**src/hw/rtl/spk_pkg.sv**
```systemverilog
// Shared types, constants and rotate helpers for the Speck48/96 round-window engine.
package spk_pkg;

	localparam int MAX_ROUNDS = 32;
	localparam int WORD_W     = 24;
	localparam int FIRST_W    = 5;
	localparam int LAST_W     = 6;
	localparam int STOP_W     = $clog2(MAX_ROUNDS + 1);
	// width shared by round indexes, first round and saturated stop round
	localparam int CMP_W      = (STOP_W > LAST_W) ? STOP_W : LAST_W;
	localparam int CFG_IDX_W  = 3;
	localparam int CFG_DATA_W = WORD_W;

	typedef logic [WORD_W-1:0] word_t;
	typedef logic [CMP_W-1:0]  rnd_t;

	typedef enum logic [CFG_IDX_W-1:0] {
		REG_KEY_WORD_0  = 3'd0,
		REG_KEY_WORD_1  = 3'd1,
		REG_KEY_WORD_2  = 3'd2,
		REG_KEY_WORD_3  = 3'd3,
		REG_FIRST_ROUND = 3'd4,
		REG_LAST_ROUND  = 3'd5
	} cfg_reg_t;

	typedef struct packed {
		word_t plain_left;
		word_t plain_right;
	} in_t;

	typedef struct packed {
		word_t cipher_left;
		word_t cipher_right;
	} out_t;

	// settings seen by every cell
	typedef struct packed {
		word_t key0;
		word_t key1;
		word_t key2;
		word_t key3;
		rnd_t  first;
		rnd_t  stop;
	} cfg_t;

	// data word handed from one cell to the next
	typedef struct packed {
		logic  valid;
		word_t a;
		word_t b;
		word_t rk;
		word_t l0;
		word_t l1;
		word_t l2;
	} link_t;

	function automatic word_t rotr8(input word_t x);
		return {x[7:0], x[WORD_W-1:8]};
	endfunction

	function automatic word_t rotl3(input word_t x);
		return {x[WORD_W-4:0], x[WORD_W-1:WORD_W-3]};
	endfunction

endpackage

```
**src/hw/rtl/spk_round_cell.sv**
```systemverilog
// One round cell: a cipher round gated by the window plus one key schedule step.
module spk_round_cell (
	input  logic           clk,
	input  logic           arst_n,
	input  spk_pkg::rnd_t  idx,
	input  spk_pkg::cfg_t  cfg,
	input  spk_pkg::link_t din,
	output spk_pkg::link_t dout
);

	logic           apply;
	spk_pkg::word_t a_rnd;
	spk_pkg::word_t b_rnd;
	spk_pkg::word_t m;
	logic           valid_s1;
	spk_pkg::word_t a_s1;
	spk_pkg::word_t b_s1;
	spk_pkg::word_t rk_s1;
	spk_pkg::word_t l0_s1;
	spk_pkg::word_t l1_s1;
	spk_pkg::word_t l2_s1;

	always_comb begin
		apply = (idx >= cfg.first) && (idx < cfg.stop);
		a_rnd = (spk_pkg::rotr8(din.a) + din.b) ^ din.rk;
		b_rnd = spk_pkg::rotl3(din.b) ^ a_rnd;
		m     = (spk_pkg::rotr8(din.l0) + din.rk) ^ spk_pkg::word_t'(idx);
	end

	always_ff @(posedge clk or negedge arst_n) begin
		if (!arst_n) begin
			valid_s1 <= 1'b0;
		end else begin
			valid_s1 <= din.valid;
		end
	end

	// hold the block outside the window, advance the schedule always
	always_ff @(posedge clk) begin
		a_s1  <= apply ? a_rnd : din.a;
		b_s1  <= apply ? b_rnd : din.b;
		rk_s1 <= m ^ spk_pkg::rotl3(din.rk);
		l0_s1 <= din.l1;
		l1_s1 <= din.l2;
		l2_s1 <= m;
	end

	always_comb begin
		dout.valid = valid_s1;
		dout.a     = a_s1;
		dout.b     = b_s1;
		dout.rk    = rk_s1;
		dout.l0    = l0_s1;
		dout.l1    = l1_s1;
		dout.l2    = l2_s1;
	end

endmodule

```
**config.mk**
```make
export PLATFORM = sky130hd
export DESIGN_NAME = spk_round_cell
export DESIGN_NICKNAME = d
export VERILOG_FILES = /design/src/hw/rtl/spk_pkg.sv /design/src/hw/rtl/spk_round_cell.sv
export SDC_FILE = /design/constraint.sdc
export NUM_CORES = 1
export LEC_CHECK = 0
export ABC_AREA = 1
export BUFFER_PORTS_ARGS = -buffer_cell sky130_fd_sc_hd__buf_2
export CAP_MARGIN = 10
export CORE_UTILIZATION = 27
export CTS_CLUSTER_DIAMETER = 200
export DETAILED_ROUTE_END_ITERATION = 10
export PLACE_DENSITY = 0.55
export SLEW_MARGIN = 30
export SYNTH_ARGS = -nofsm -noshare
export SYNTH_HDL_FRONTEND = slang
export SYNTH_SLANG_ARGS = --single-unit
```
**constraint.sdc**
```tcl
create_clock -name clk -period 0.8 [get_ports clk]
set_clock_uncertainty 0.2 [all_clocks]
set_input_delay 0.08 -clock clk [delete_from_list [all_inputs] [get_ports clk]]
set_output_delay 0.08 -clock clk [all_outputs]
set_load 0.005 [all_outputs]
```
# ---- Word-level counts from Yosys, hierarchy flattened
# Index checks and enable logic that the tools add are counted.
dict set report word_totals {
  ff_bits 145
  latchBits 0
  mem_bits_rw 0
  romBits 0
  in_bits 261
  out_inout_bits 145
  elab_cells 18
  mem_count 0
}
dict set report op_classes {
  addsub 2
  mul 0
  div 0
  magnitude_cmp 2
  n_eq_ne 0
  shift 0
  mux 2
  bitwise_logic 4
  reduce_logical 1
}
# operator n
set op_table {}
lappend op_table {{24-bit XOR} 3}
lappend op_table {{24-bit adder} 2}
lappend op_table {{24-bit two-way mux} 2}
lappend op_table {{24-bit by 6-bit XOR with 24-bit output} 1}
lappend op_table {{6-bit >= comparator} 1}
lappend op_table {{6-bit < comparator} 1}
lappend op_table {{1-bit logical AND} 1}

# ---- Logic depth before layout (Yosys ltp)
dict set report depth {
  word_depth 4
  ltp_mapped 15
}

# ---- Worst setup path before layout
# OpenSTA, ideal clock, no wires.
dict set report synth_path {
  path_kind {input to register}
  start {input din[96] (netlist name)}
  end {register b_s1[12]}
  t_arrival_ns 1.512
  required_time_ns 0.488
  setup_slack_ns -1.024
  stages 14
  path_cell_list {ha_1 > fa_1 > inv_1 > nor2_1 > nor2_1 > o21ai_1 > nand2_1 > nand2_1 > nand2_1 > nand2_1 > nand2_1 > nand2_1 > nand2_1 > nand2_1}
}
dict set report synth_via {
  elab_chain_cells 4
}
# element line
set synth_lines {}
lappend synth_lines {{start, declared} spk_round_cell.sv:7} ;# input spk_pkg::link_t din,
lappend synth_lines {{24-bit adder} spk_round_cell.sv:25} ;# a_rnd = (spk_pkg::rotr8(din.a) + din.b) ^ din.rk;
lappend synth_lines {{24-bit XOR} spk_round_cell.sv:25}
lappend synth_lines {{24-bit XOR} spk_round_cell.sv:26} ;# b_rnd = spk_pkg::rotl3(din.b) ^ a_rnd;
lappend synth_lines {{24-bit two-way mux} spk_round_cell.sv:41} ;# b_s1 <= apply ? b_rnd : din.b;
lappend synth_lines {{end signal, assigned} spk_round_cell.sv:41}
lappend synth_lines {{end, declared} spk_round_cell.sv:17} ;# spk_pkg::word_t b_s1;
# Every way passes these cells.

# ---- Worst setup path after layout
dict set report layout_path {
  start {input din[96] (netlist name)}
  end {register b_s1[20]}
}
# The elaborated chain is that of the path after synthesis.

==> impl_metrics.toml <==
[status]
run_status = "finished, violations left"
violations = "negative hold slack, negative setup slack"

[yosys]
syn_area_mm2 = 0.007722
yosys_warnings = 0
syn-instance-count = 1071
synthArstFlopShare = 0.006897
syn-num-nets = 1391
syn_avg_cell_area_um2 = 7.210
synth_common_cells = "nand2_1 (359), dfxtp_1 (144), inv_1 (138)"
synth-simple-area-share = 0.2779
synth.area.mux_share = 0
synth_top_family_by_area = "simple AND/OR/NAND/NOR gates"
synth-edff-count = 0
synthFlopType = "dfxtp_1"
yosys-top-cells-area = "dfxtp_1 (37%), nand2_1 (17%), ha_1 (9.2%)"
yosysSeqAreaShare = 0.3765
yosysMostFrequentCell = "nand2_1"
ys_types = 35
yosys.area.top_type = "dfxtp_1"
synth-xor-area-share = 0.09754
synth_compound_area_frac = 0.07210
synthAdderAreaFrac = 0.09754
synth_seq_cells = 145
synth_top_area_share = 0.3733

[cts]
cts_num_sinks = 145
cts.path.max_buffers = 2
cts-root-buf = "clkbuf_16"
htree_levels = 4
cts_hold_repair.buffers = 65
clk_pin_slew_worst_paths_ns = 0.07
cts_made_buffers = 17
cts_tree = "done"

[sta]
final-hold-violation-count = 71
final_max_slew_viol_count = 0
setup_viol = 239
rsz0062_at_grt = "true"
period_needed_ns = 1.495
finalHoldWorstSlack_ns = -0.2563
fmax_mhz = 668.9
relSlewSlack = 0.6589
period_share = 1.869
tightestPinTransition_ns = 0.5080
setup_ws_ns = -0.6950

[detailed_routing]
wl_met3_mm = 1.939
route.detailed.drc = 0
wl_met1_mm = 14.74
drt_iter0_markers = 398
wl_met2_mm = 19.05
drt-pass1-iter-count = 7
highest_layer = "met4"
wl_per_cell_um = 17.60
final_antenna_net_count = 0
dr_total_vias = 9394
via_per_inst = 4.490
drt_wl_total_mm = 36.81

[floorplan]
die_area_mm2 = 0.02928
die_w_um = 171.1
start_util = 0.2764
die_h_um = 171.1
rows = 61
coreArea_mm2 = 0.02793
pin_count = 406

[placement]
dp_hpwl_mm = 27.11
dp_slack_ns = -1.202
dp_cells = 1940
place_congestion = 0.8955
io_buffers = 309
dpl-instance-area_mm2 = 0.01216

[final_layout]
fin_cells = 2092
syn2layout_area_growth_pct = 114.7
drive_gt1_frac = 0.6406
final_cell_area_mm2 = 0.01658
utilization = 0.5935
diodes = 0
nets = 2021

[critical_path]
cp_cell_sequence = "buf_6 -> ha_4 -> fa_2 -> inv_2 -> nor2_2 -> nor2_4 -> nand3b_1 -> nand4_1 -> nand2_2 -> nand2_1 -> nand3_1 -> nand2_1"
path_max_fanout = 4
cp.arrival_ns = 1.62
worst-setup-path-type = "primary input to register"
critPathMaxStageDelay_ns = 0.38
crit_required_ns = 0.93
start_kind = "primary input"
crit_path_end_kind = "register"
cpMostUsedCell = "nand2_1"
cp_slowest_cell = "fa_2"

[grt]
antenna_found_initial = 0
grt_max_degree = 17
grt_pass1_wl_mm = 51.35
gr-total-overflow = 0
grt_usage = 0.2376
grt_pass1_vias = 9581

[hold_path]
min-delay-start = "din[73]"
worst_hold_path.endpoint = "rk_s1[4]$_DFF_P_"
holdPathStages = 3
hp-class = "primary input to register"

[flow_run]
cap_violations = 0

[pwr]
comb_power_share = 0.423
leakagePower_uw = 0.008008
p_sw_frac = 0.3451
intPower_uw = 19460
p_sw_uw = 10260
ir_worst_vdd_mv = 1.501
p_seq_frac = 0.301
pwr-share-clk = 0.276
p_per_area_mw_per_mm2 = 1793
[through the flow]
step                setup TNS [ns]  power [µW]
finish                     -102.28       29720
detailed placement          -97.02       17590
global placement            -95.84       17550
floorplan                   -62.01       13100
CTS                        -100.40       28230
global route               -111.22       31150
[sequential cells by signal, summed over array words and instances, names as in the netlist]
name	flops
rk_s1	24
valid_s1	1
l1_s1	24
a_s1	24
b_s1	24
l2_s1	24
l0_s1	24
[final cells by class]
class / instances / area [µm²]
Sequential cell: 145 / 3002
Clock inverter: 15 / 162.7
Timing Repair Buffer: 622 / 5089
Multi-Input combinational cell: 767 / 6827
Clock buffer: 17 / 425.4
Inverter: 148 / 600.6
Tap cell: 378 / 473.0
Fill cell: 2355 / 11360
[cells by family after synthesis]
group,after synthesis
buffers and inverters,159
AO/OA/AOI/OAI,104
adder cells (fa/ha/maj),59
flip-flops,145
XOR/XNOR,80
AND/OR/NAND/NOR,524
[layer usage]
metal / track usage / up-vias
li1: - / 4631
met1: 0.2680 / 4407
met2: 0.4429 / 300
met3: 0.04303 / 56
met4: 0.08346 / 0
met5: 0 / -
[critical path: cells and delay by family]
| kind | cells | cell delay [ns] |
|---|---|---|
| AND/OR/NAND/NOR | 8 | 0.83 |
| buffers and inverters | 2 | 0.17 |
| adder cells (fa/ha/maj) | 2 | 0.53 |
[worst max path at each step]
stage	startpoint	end	slack (ns)
after floorplan	din[96]	b_s1[12]$_DFF_P_	-0.88
after global placement	din[96]	b_s1[12]$_DFF_P_	-1.20
after detailed placement	din[72]	rk_s1[8]$_DFF_P_	-1.20
after CTS	din[128]	b_s1[8]$_DFF_P_	-0.68
after global routing	din[128]	b_s1[20]$_DFF_P_	-0.76
final	din[96]	b_s1[20]$_DFF_P_	-0.70
[cell usage in the layout, fill, tap and decap left out, drive strengths merged, types with 2 or more instances in the layout]
cell type,netlist,routed
o21bai,4,4
xor2,53,53
xor3,3,3
nand2b,2,2
ha,57,57
nor3,6,6
inv,148,157
a21oi,43,43
clkinv,0,4
a21boi,2,2
o21ai,51,51
nand3,69,69
dlygate4sd3,0,65
buf,5,556
nand4,12,12
dfxtp,144,144
nand2,359,359
clkbuf,6,18
nor2,59,59
fa,2,2
nand3b,6,6
or2,8,8
nor4,2,2
xnor2,24,24
[power groups by stage]
stage / Sequential (µW) / Clock, µW / Combinational [µW]
global placement: 8860 / 0 / 8680
finish: 8930 / 8200 / 12600
detailed placement: 8860 / 0 / 8730
floorplan: 8980 / 0 / 4120
CTS: 8790 / 8320 / 11100
global route: 9020 / 8630 / 13500
[timing repair]
item,CTS,global route
setup buffers,34,25
gates cloned,6,0
gates resized for setup,398,266
pin swaps,176,143
endpoints found under the hold margin,131,69
setup endpoints to repair,239,239
Note: power is estimated with default switching activity, not from simulation.
