$ cat config.mk
export PLATFORM = sky130hd
export DESIGN_NAME = spk_cfg_regs
export DESIGN_NICKNAME = d
export VERILOG_FILES = /design/src/hw/rtl/spk_pkg.sv /design/src/hw/rtl/spk_cfg_regs.sv
export SDC_FILE = /design/constraint.sdc
export NUM_CORES = 1
export LEC_CHECK = 0
export BUFFER_PORTS_ARGS = -buffer_cell sky130_fd_sc_hd__buf_2
export CAP_MARGIN = 20
export CORE_AREA = 2 2 110 139
export CTS_CLUSTER_DIAMETER = 200
export CTS_CLUSTER_SIZE = 14
export DETAILED_ROUTE_END_ITERATION = 7
export DIE_AREA = 0 0 112 141
export PLACE_DENSITY = 0.57
export SLEW_MARGIN = 20
export SYNTH_ARGS = -nofsm -noshare
export SYNTH_HDL_FRONTEND = slang
export SYNTH_SLANG_ARGS = --single-unit
$ cat constraint.sdc
create_clock -name clk -period 1.25 [get_ports clk]
set_input_delay 0.0625 -clock clk [delete_from_list [all_inputs] [get_ports clk]]
set_output_delay 0.0625 -clock clk [all_outputs]
set_load 0.03 [all_outputs]
$ cat src/hw/rtl/spk_pkg.sv
// Shared types, constants and rotate helpers for the Speck48/96 round-window engine.
package spk_pkg;

	localparam int MAX_ROUNDS = 32;
	localparam int WORD_W     = 24;
	localparam int FIRST_W    = 5;
	localparam int LAST_W     = 6;
	localparam int STOP_W     = $clog2(MAX_ROUNDS + 1);
	// width shared by round indexes, first round and saturated stop round
	localparam int CMP_W      = (STOP_W > LAST_W) ? STOP_W : LAST_W;
	localparam int CFG_IDX_W  = 3;
	localparam int CFG_DATA_W = WORD_W;

	typedef logic [WORD_W-1:0] word_t;
	typedef logic [CMP_W-1:0]  rnd_t;

	typedef enum logic [CFG_IDX_W-1:0] {
		REG_KEY_WORD_0  = 3'd0,
		REG_KEY_WORD_1  = 3'd1,
		REG_KEY_WORD_2  = 3'd2,
		REG_KEY_WORD_3  = 3'd3,
		REG_FIRST_ROUND = 3'd4,
		REG_LAST_ROUND  = 3'd5
	} cfg_reg_t;

	typedef struct packed {
		word_t plain_left;
		word_t plain_right;
	} in_t;

	typedef struct packed {
		word_t cipher_left;
		word_t cipher_right;
	} out_t;

	// settings seen by every cell
	typedef struct packed {
		word_t key0;
		word_t key1;
		word_t key2;
		word_t key3;
		rnd_t  first;
		rnd_t  stop;
	} cfg_t;

	// data word handed from one cell to the next
	typedef struct packed {
		logic  valid;
		word_t a;
		word_t b;
		word_t rk;
		word_t l0;
		word_t l1;
		word_t l2;
	} link_t;

	function automatic word_t rotr8(input word_t x);
		return {x[7:0], x[WORD_W-1:8]};
	endfunction

	function automatic word_t rotl3(input word_t x);
		return {x[WORD_W-4:0], x[WORD_W-1:WORD_W-3]};
	endfunction

endpackage

$ cat src/hw/rtl/spk_cfg_regs.sv
// Configuration register file: key words and round window with stop saturation.
module spk_cfg_regs (
	input  logic                             clk,
	input  logic                             arst_n,
	input  logic                             cfg_we,
	input  logic [spk_pkg::CFG_IDX_W-1:0]    cfg_index,
	input  logic [spk_pkg::CFG_DATA_W-1:0]   cfg_wdata,
	output spk_pkg::cfg_t                    cfg
);

	spk_pkg::word_t                   key0_q;
	spk_pkg::word_t                   key1_q;
	spk_pkg::word_t                   key2_q;
	spk_pkg::word_t                   key3_q;
	logic [spk_pkg::FIRST_W-1:0]      first_q;
	logic [spk_pkg::LAST_W-1:0]       last_q;

	always_ff @(posedge clk or negedge arst_n) begin
		if (!arst_n) begin
			key0_q  <= '0;
			key1_q  <= '0;
			key2_q  <= '0;
			key3_q  <= '0;
			first_q <= '0;
			last_q  <= spk_pkg::LAST_W'(23);
		end else if (cfg_we) begin
			case (spk_pkg::cfg_reg_t'(cfg_index))
				spk_pkg::REG_KEY_WORD_0:  key0_q  <= cfg_wdata[spk_pkg::WORD_W-1:0];
				spk_pkg::REG_KEY_WORD_1:  key1_q  <= cfg_wdata[spk_pkg::WORD_W-1:0];
				spk_pkg::REG_KEY_WORD_2:  key2_q  <= cfg_wdata[spk_pkg::WORD_W-1:0];
				spk_pkg::REG_KEY_WORD_3:  key3_q  <= cfg_wdata[spk_pkg::WORD_W-1:0];
				spk_pkg::REG_FIRST_ROUND: first_q <= cfg_wdata[spk_pkg::FIRST_W-1:0];
				spk_pkg::REG_LAST_ROUND:  last_q  <= cfg_wdata[spk_pkg::LAST_W-1:0];
				default: ;
			endcase
		end
	end

	always_comb begin
		cfg.key0  = key0_q;
		cfg.key1  = key1_q;
		cfg.key2  = key2_q;
		cfg.key3  = key3_q;
		cfg.first = spk_pkg::CMP_W'(first_q);
		// clamp stop to MAX_ROUNDS, just past the last cell of the chain
		if (spk_pkg::CMP_W'(last_q) > spk_pkg::CMP_W'(spk_pkg::MAX_ROUNDS))
			cfg.stop = spk_pkg::CMP_W'(spk_pkg::MAX_ROUNDS);
		else
			cfg.stop = spk_pkg::CMP_W'(last_q);
	end

endmodule

# Yosys cells after proc, flatten, opt, wreduce, memory -nomap -nowiden
# Index checks and enable logic that the tools add are counted.
[totals] reg_bits=107 output_inout_bits=108
[classes] magnitude_cmp=1 reduce_logical=7 mux=1 n_eq_ne=5
[op_table] operator="AND reduction 2 bit" n=6
[op_table] operator="== test 3 x 2 -> 1 bit, second input constant" n=2
[op_table] operator="== test 3 bit, second input constant" n=2
[op_table] operator="> comparator 6 bit, second input constant" n=1
[op_table] operator="2-to-1 mux 6 bit" n=1
[op_table] operator="== test 3 x 1 -> 1 bit, second input constant" n=1
[op_table] operator="logical NOT 3 bit" n=1

# Longest topological paths before layout
[logic_depth] ltp_word=2 depth_mapped=5

# Worst setup path before layout
# No wires, ideal clock.
[synth_timing] path_type="input to register" from="input cfg_index[0] (netlist name)" to="register key0_q[13]" cell_stages=4 setup_slack_ps=6 t_arrival_ps=1120 setup_ps=125 n_path_buf=2 path_cell_list="buf_6 nor4b_4 buf_6 mux2_2"
[synth_via] elab_chain_cells=2
[synth_rtl] item="start, declared" line_no="spk_cfg_regs.sv:6" rtl="input logic [spk_pkg::CFG_IDX_W-1:0] cfg_index,"
[synth_rtl] item="logical NOT 3 bit" line_no="spk_cfg_regs.sv:27" rtl="case (spk_pkg::cfg_reg_t'(cfg_index))"
[synth_rtl] item="AND reduction 2 bit (no line)"
[synth_rtl] item="end signal, assigned" line_no="spk_cfg_regs.sv:28" rtl="spk_pkg::REG_KEY_WORD_0: key0_q <= cfg_wdata[spk_pkg::WORD_W-1:0];"
[synth_rtl] item="end, declared" line_no="spk_cfg_regs.sv:11" rtl="spk_pkg::word_t key0_q;"
# Every way passes these cells.
# A chain may end at the register's enable or synchronous reset.

==> flow_summary.json <==
{
  "io-pin-count": 138,
  "path_clk_slew_ns": 0.07,
  "postSynthAreaPerCell_um2": 17.9,
  "synth_area_leaders": "sky130_fd_sc_hd__dfrtp_1 60%, sky130_fd_sc_hd__mux2_2 17%, sky130_fd_sc_hd__mux2_4 14%, sky130_fd_sc_hd__dfstp_2 2.5%, sky130_fd_sc_hd__buf_6 2.4%",
  "numPortBuffers": 136,
  "timing_worst_setup_path_type": "reg2out",
  "synth.ff_latch_count": 107,
  "drtIter0Drc": 45,
  "synth.most_common_cell": "sky130_fd_sc_hd__dfrtp_1",
  "max_cap_violations": 0,
  "cts_h_tree_depth": 3,
  "via_count": 2539,
  "cts_setup_buffers": 0,
  "synthMuxAreaShare_pct": 31.7,
  "syn_area_um2": 4280,
  "utilization_pct": 39.8,
  "crit_path_end_kind": "output pin",
  "compound_cell_area_share_of_the_yosys_netlist_pct": 0,
  "unrepaired_setup_endpoints_after_global_routing": "true",
  "placeableCoreArea_um2": 14600,
  "drt-vias-per-instance": 4.32,
  "postSynth.asyncResetShare_pct": 100,
  "setup_viol": 0,
  "multiInputGateArea_um2": 1500,
  "synth-simple-area-share_pct": 2.72,
  "fp.dieArea_um2": 15800,
  "remaining_drc_errors": 0,
  "grt_pass1_vias": 2754,
  "worst-path-max-fanout": 2,
  "grt_usage_pct": 12.4,
  "yosysSeqAreaShare_pct": 62.7,
  "finalWorstPathRequiredPeriod_ns": 1.23,
  "final_max_slew_viol_count": 0,
  "worstPathArrival_ns": 1.16,
  "hold_path.class": "in2reg",
  "final_min_period_over_clock_period_pct": 98.2,
  "number_of_buffers_between_clock_root_and_the_deepest_sink": 2,
  "worst_clock_skew_ns": 0,
  "synth_largest_type_area_fraction_pct": 60.2,
  "detailedPlacementHpwl_um": 6650,
  "rr_worst_depth": 1,
  "synth_top_area_cell": "sky130_fd_sc_hd__dfrtp_1",
  "synth.net_count": 269,
  "grt_max_degree": 56,
  "num-fill-cells": 1378,
  "cts_num_sinks": 107,
  "yosysWarningCount": 0,
  "power.density_cell_area_nw_per_um2": 1990,
  "global_route_wire_length_before_repair_um": 15200,
  "die_y_um": 141,
  "holdPathStages": 2,
  "report.final.hold_viol_count": 0,
  "clk-insertion-delay-late_ns": 0.34,
  "timing.critical_path.from_type": "register",
  "post_synth_most_frequent_cells": "103 x sky130_fd_sc_hd__dfrtp_1, 66 x sky130_fd_sc_hd__mux2_2, 40 x sky130_fd_sc_hd__mux2_4",
  "synthCells": 239,
  "synth_top_family_by_area": "multiplexers",
  "synth_top_flop_cell": "sky130_fd_sc_hd__dfrtp_1",
  "n_diodes": 0,
  "seqCellArea_um2": 2680,
  "status": "finished clean",
  "ratio_of_cells_with_drive_above_1_in_the_final_layout_pct": 69.2,
  "timing.fmax_ghz": 0.815,
  "tritoncts.num_buffers": 9,
  "core.rowCount": 50,
  "drt_wl_total_um": 9480,
  "yosys.area_share.xor_xnor_pct": 0,
  "cts-root-buf": "sky130_fd_sc_hd__clkbuf_16",
  "wl_per_cell_um": 16.1,
  "fp.dieW_um": 112,
  "p_total_w": 0.0116,
  "ant_nets": 0,
  "initial_utilization_pct": 29.2,
  "finish.net_count": 431,
  "area_growth_syn_to_layout_pct": 36.3,
  "gp_congestion": 0.712,
  "count_of_flip_flops_with_a_built_in_enable_after_synthesis": 0,
  "max-vdd-ir-drop_v": 0.00134,
  "total_leakage_power_nw": 2.77,
  "firstDrtPassIters": 3,
  "grt_overflow_total": 0,
  "cts_tree": "yes",
  "post_synth_fa_ha_maj_area_fraction_pct": 0,
  "antenna_found_initial": 0,
  "synth.distinct_cells": 15,
  "critical_path_required_ns": 1.19
}
==> critical path, cell delays in order (launching register included) <==
cell and delay, ns:
sky130_fd_sc_hd__dfstp_2 0.53, sky130_fd_sc_hd__nor2b_2 0.15, sky130_fd_sc_hd__buf_6 0.14
==> layout make-up <==
class	instances	area share, %
clock buffer	9	3.86
tap	182	3.90
sequential	107	46.0
multi-input combinational	119	25.6
timing repair buffer	164	18.5
clock inverter	7	2.10
==> registers in the layout (all words and copies together) (netlist names) <==
signal and count:
first_q 5, key3_q 24, key0_q 24, last_q 6, key2_q 24, key1_q 24
==> path summary, 6_finish.rpt <==
path / from / endpoint / slack [ns]
worst max-delay path: last_q[4]$_DFFE_PN1P_ / cfg[4] / 0.02
worst min-delay path: cfg_wdata[5] / key2_q[5]$_DFFE_PN0P_ / 0.03
worst max register to register: last_q[5]$_DFFE_PN0P_ / last_q[5]$_DFFE_PN0P_ / 0.36
worst min register to register: key2_q[0]$_DFFE_PN0P_ / key2_q[0]$_DFFE_PN0P_ / 0.50
max in group asynchronous: arst_n / key3_q[15]$_DFFE_PN0P_ / 0.50
min in group asynchronous: arst_n / key2_q[7]$_DFFE_PN0P_ / 0.16
==> timing repair <==
| action | CTS | global route |
|---|---|---|
| gates cloned | 0 | 0 |
| hold buffers | 19 | 0 |
| endpoints found under the setup margin | 4 | 5 |
| gates resized for setup | 10 | 5 |
| endpoints found under the hold margin | 171 | 0 |
==> logic make-up after synthesis <==
family                 count (synthesis)
muxes                                107
DFF                                  107
buffers and inverters                 13
and+or+nand+nor                       11
other                                  1
==> metrics by stage <==
stage	cell area (µm²)	TNS (ns)	setup slack (ns)	hold WS, ns	instances
after CTS	5820	-0.00257	-0.00257	0.0139	588
after global routing	5830	-0.0540	-0.0202	0.0213	588
after detailed placement	5250	-0.491	-0.0267	-0.00986	553
after floorplan	4280	0	0.00560	-0.233	239
after global placement	5250	-0.0187	-0.00588	-0.0106	553
final	5830	0	0.0230	0.0257	588
==> power breakdown <==
part / total, W / internal, W / switching [W] / leakage, nW
combinational: 0.00371 / 0.00143 / 0.00228 / 1.33
sequential: 0.00466 / 0.00425 / 0.000413 / 1.28
clock: 0.00325 / 0.00197 / 0.00128 / 0.163
total: 0.0116 / 0.00764 / 0.00397 / 2.77
==> layout by cell type, fill, tap and decap left out <==
cell                            instances
sky130_fd_sc_hd__and4bb_2               3
sky130_fd_sc_hd__buf_12                 9
sky130_fd_sc_hd__buf_2                131
sky130_fd_sc_hd__buf_4                  1
sky130_fd_sc_hd__buf_6                  4
sky130_fd_sc_hd__bufinv_16              3
sky130_fd_sc_hd__clkbuf_16              9
sky130_fd_sc_hd__clkinvlp_4             2
sky130_fd_sc_hd__conb_1                 1
sky130_fd_sc_hd__dfrtp_1              102
sky130_fd_sc_hd__dfrtp_2                1
sky130_fd_sc_hd__dfstp_2                4
sky130_fd_sc_hd__dlygate4sd3_1         19
sky130_fd_sc_hd__inv_6                  2
sky130_fd_sc_hd__mux2_1                 1
sky130_fd_sc_hd__mux2_2                66
sky130_fd_sc_hd__mux2_4                40
sky130_fd_sc_hd__nand4b_1               1
sky130_fd_sc_hd__nand4b_2               1
sky130_fd_sc_hd__nor2b_1                1
sky130_fd_sc_hd__nor2b_2                2
sky130_fd_sc_hd__nor2b_4                2
sky130_fd_sc_hd__nor4b_4                1
==> layer usage <==
metal	up-vias	wire (µm)	GRT usage, %
met5	-	0	0
met4	0	132	4.30
met3	9	597	4.26
met2	86	4650	21.0
met1	1280	4100	14.9
li1	1164	-	-
No activity file was read; power rests on OpenSTA's default activity.
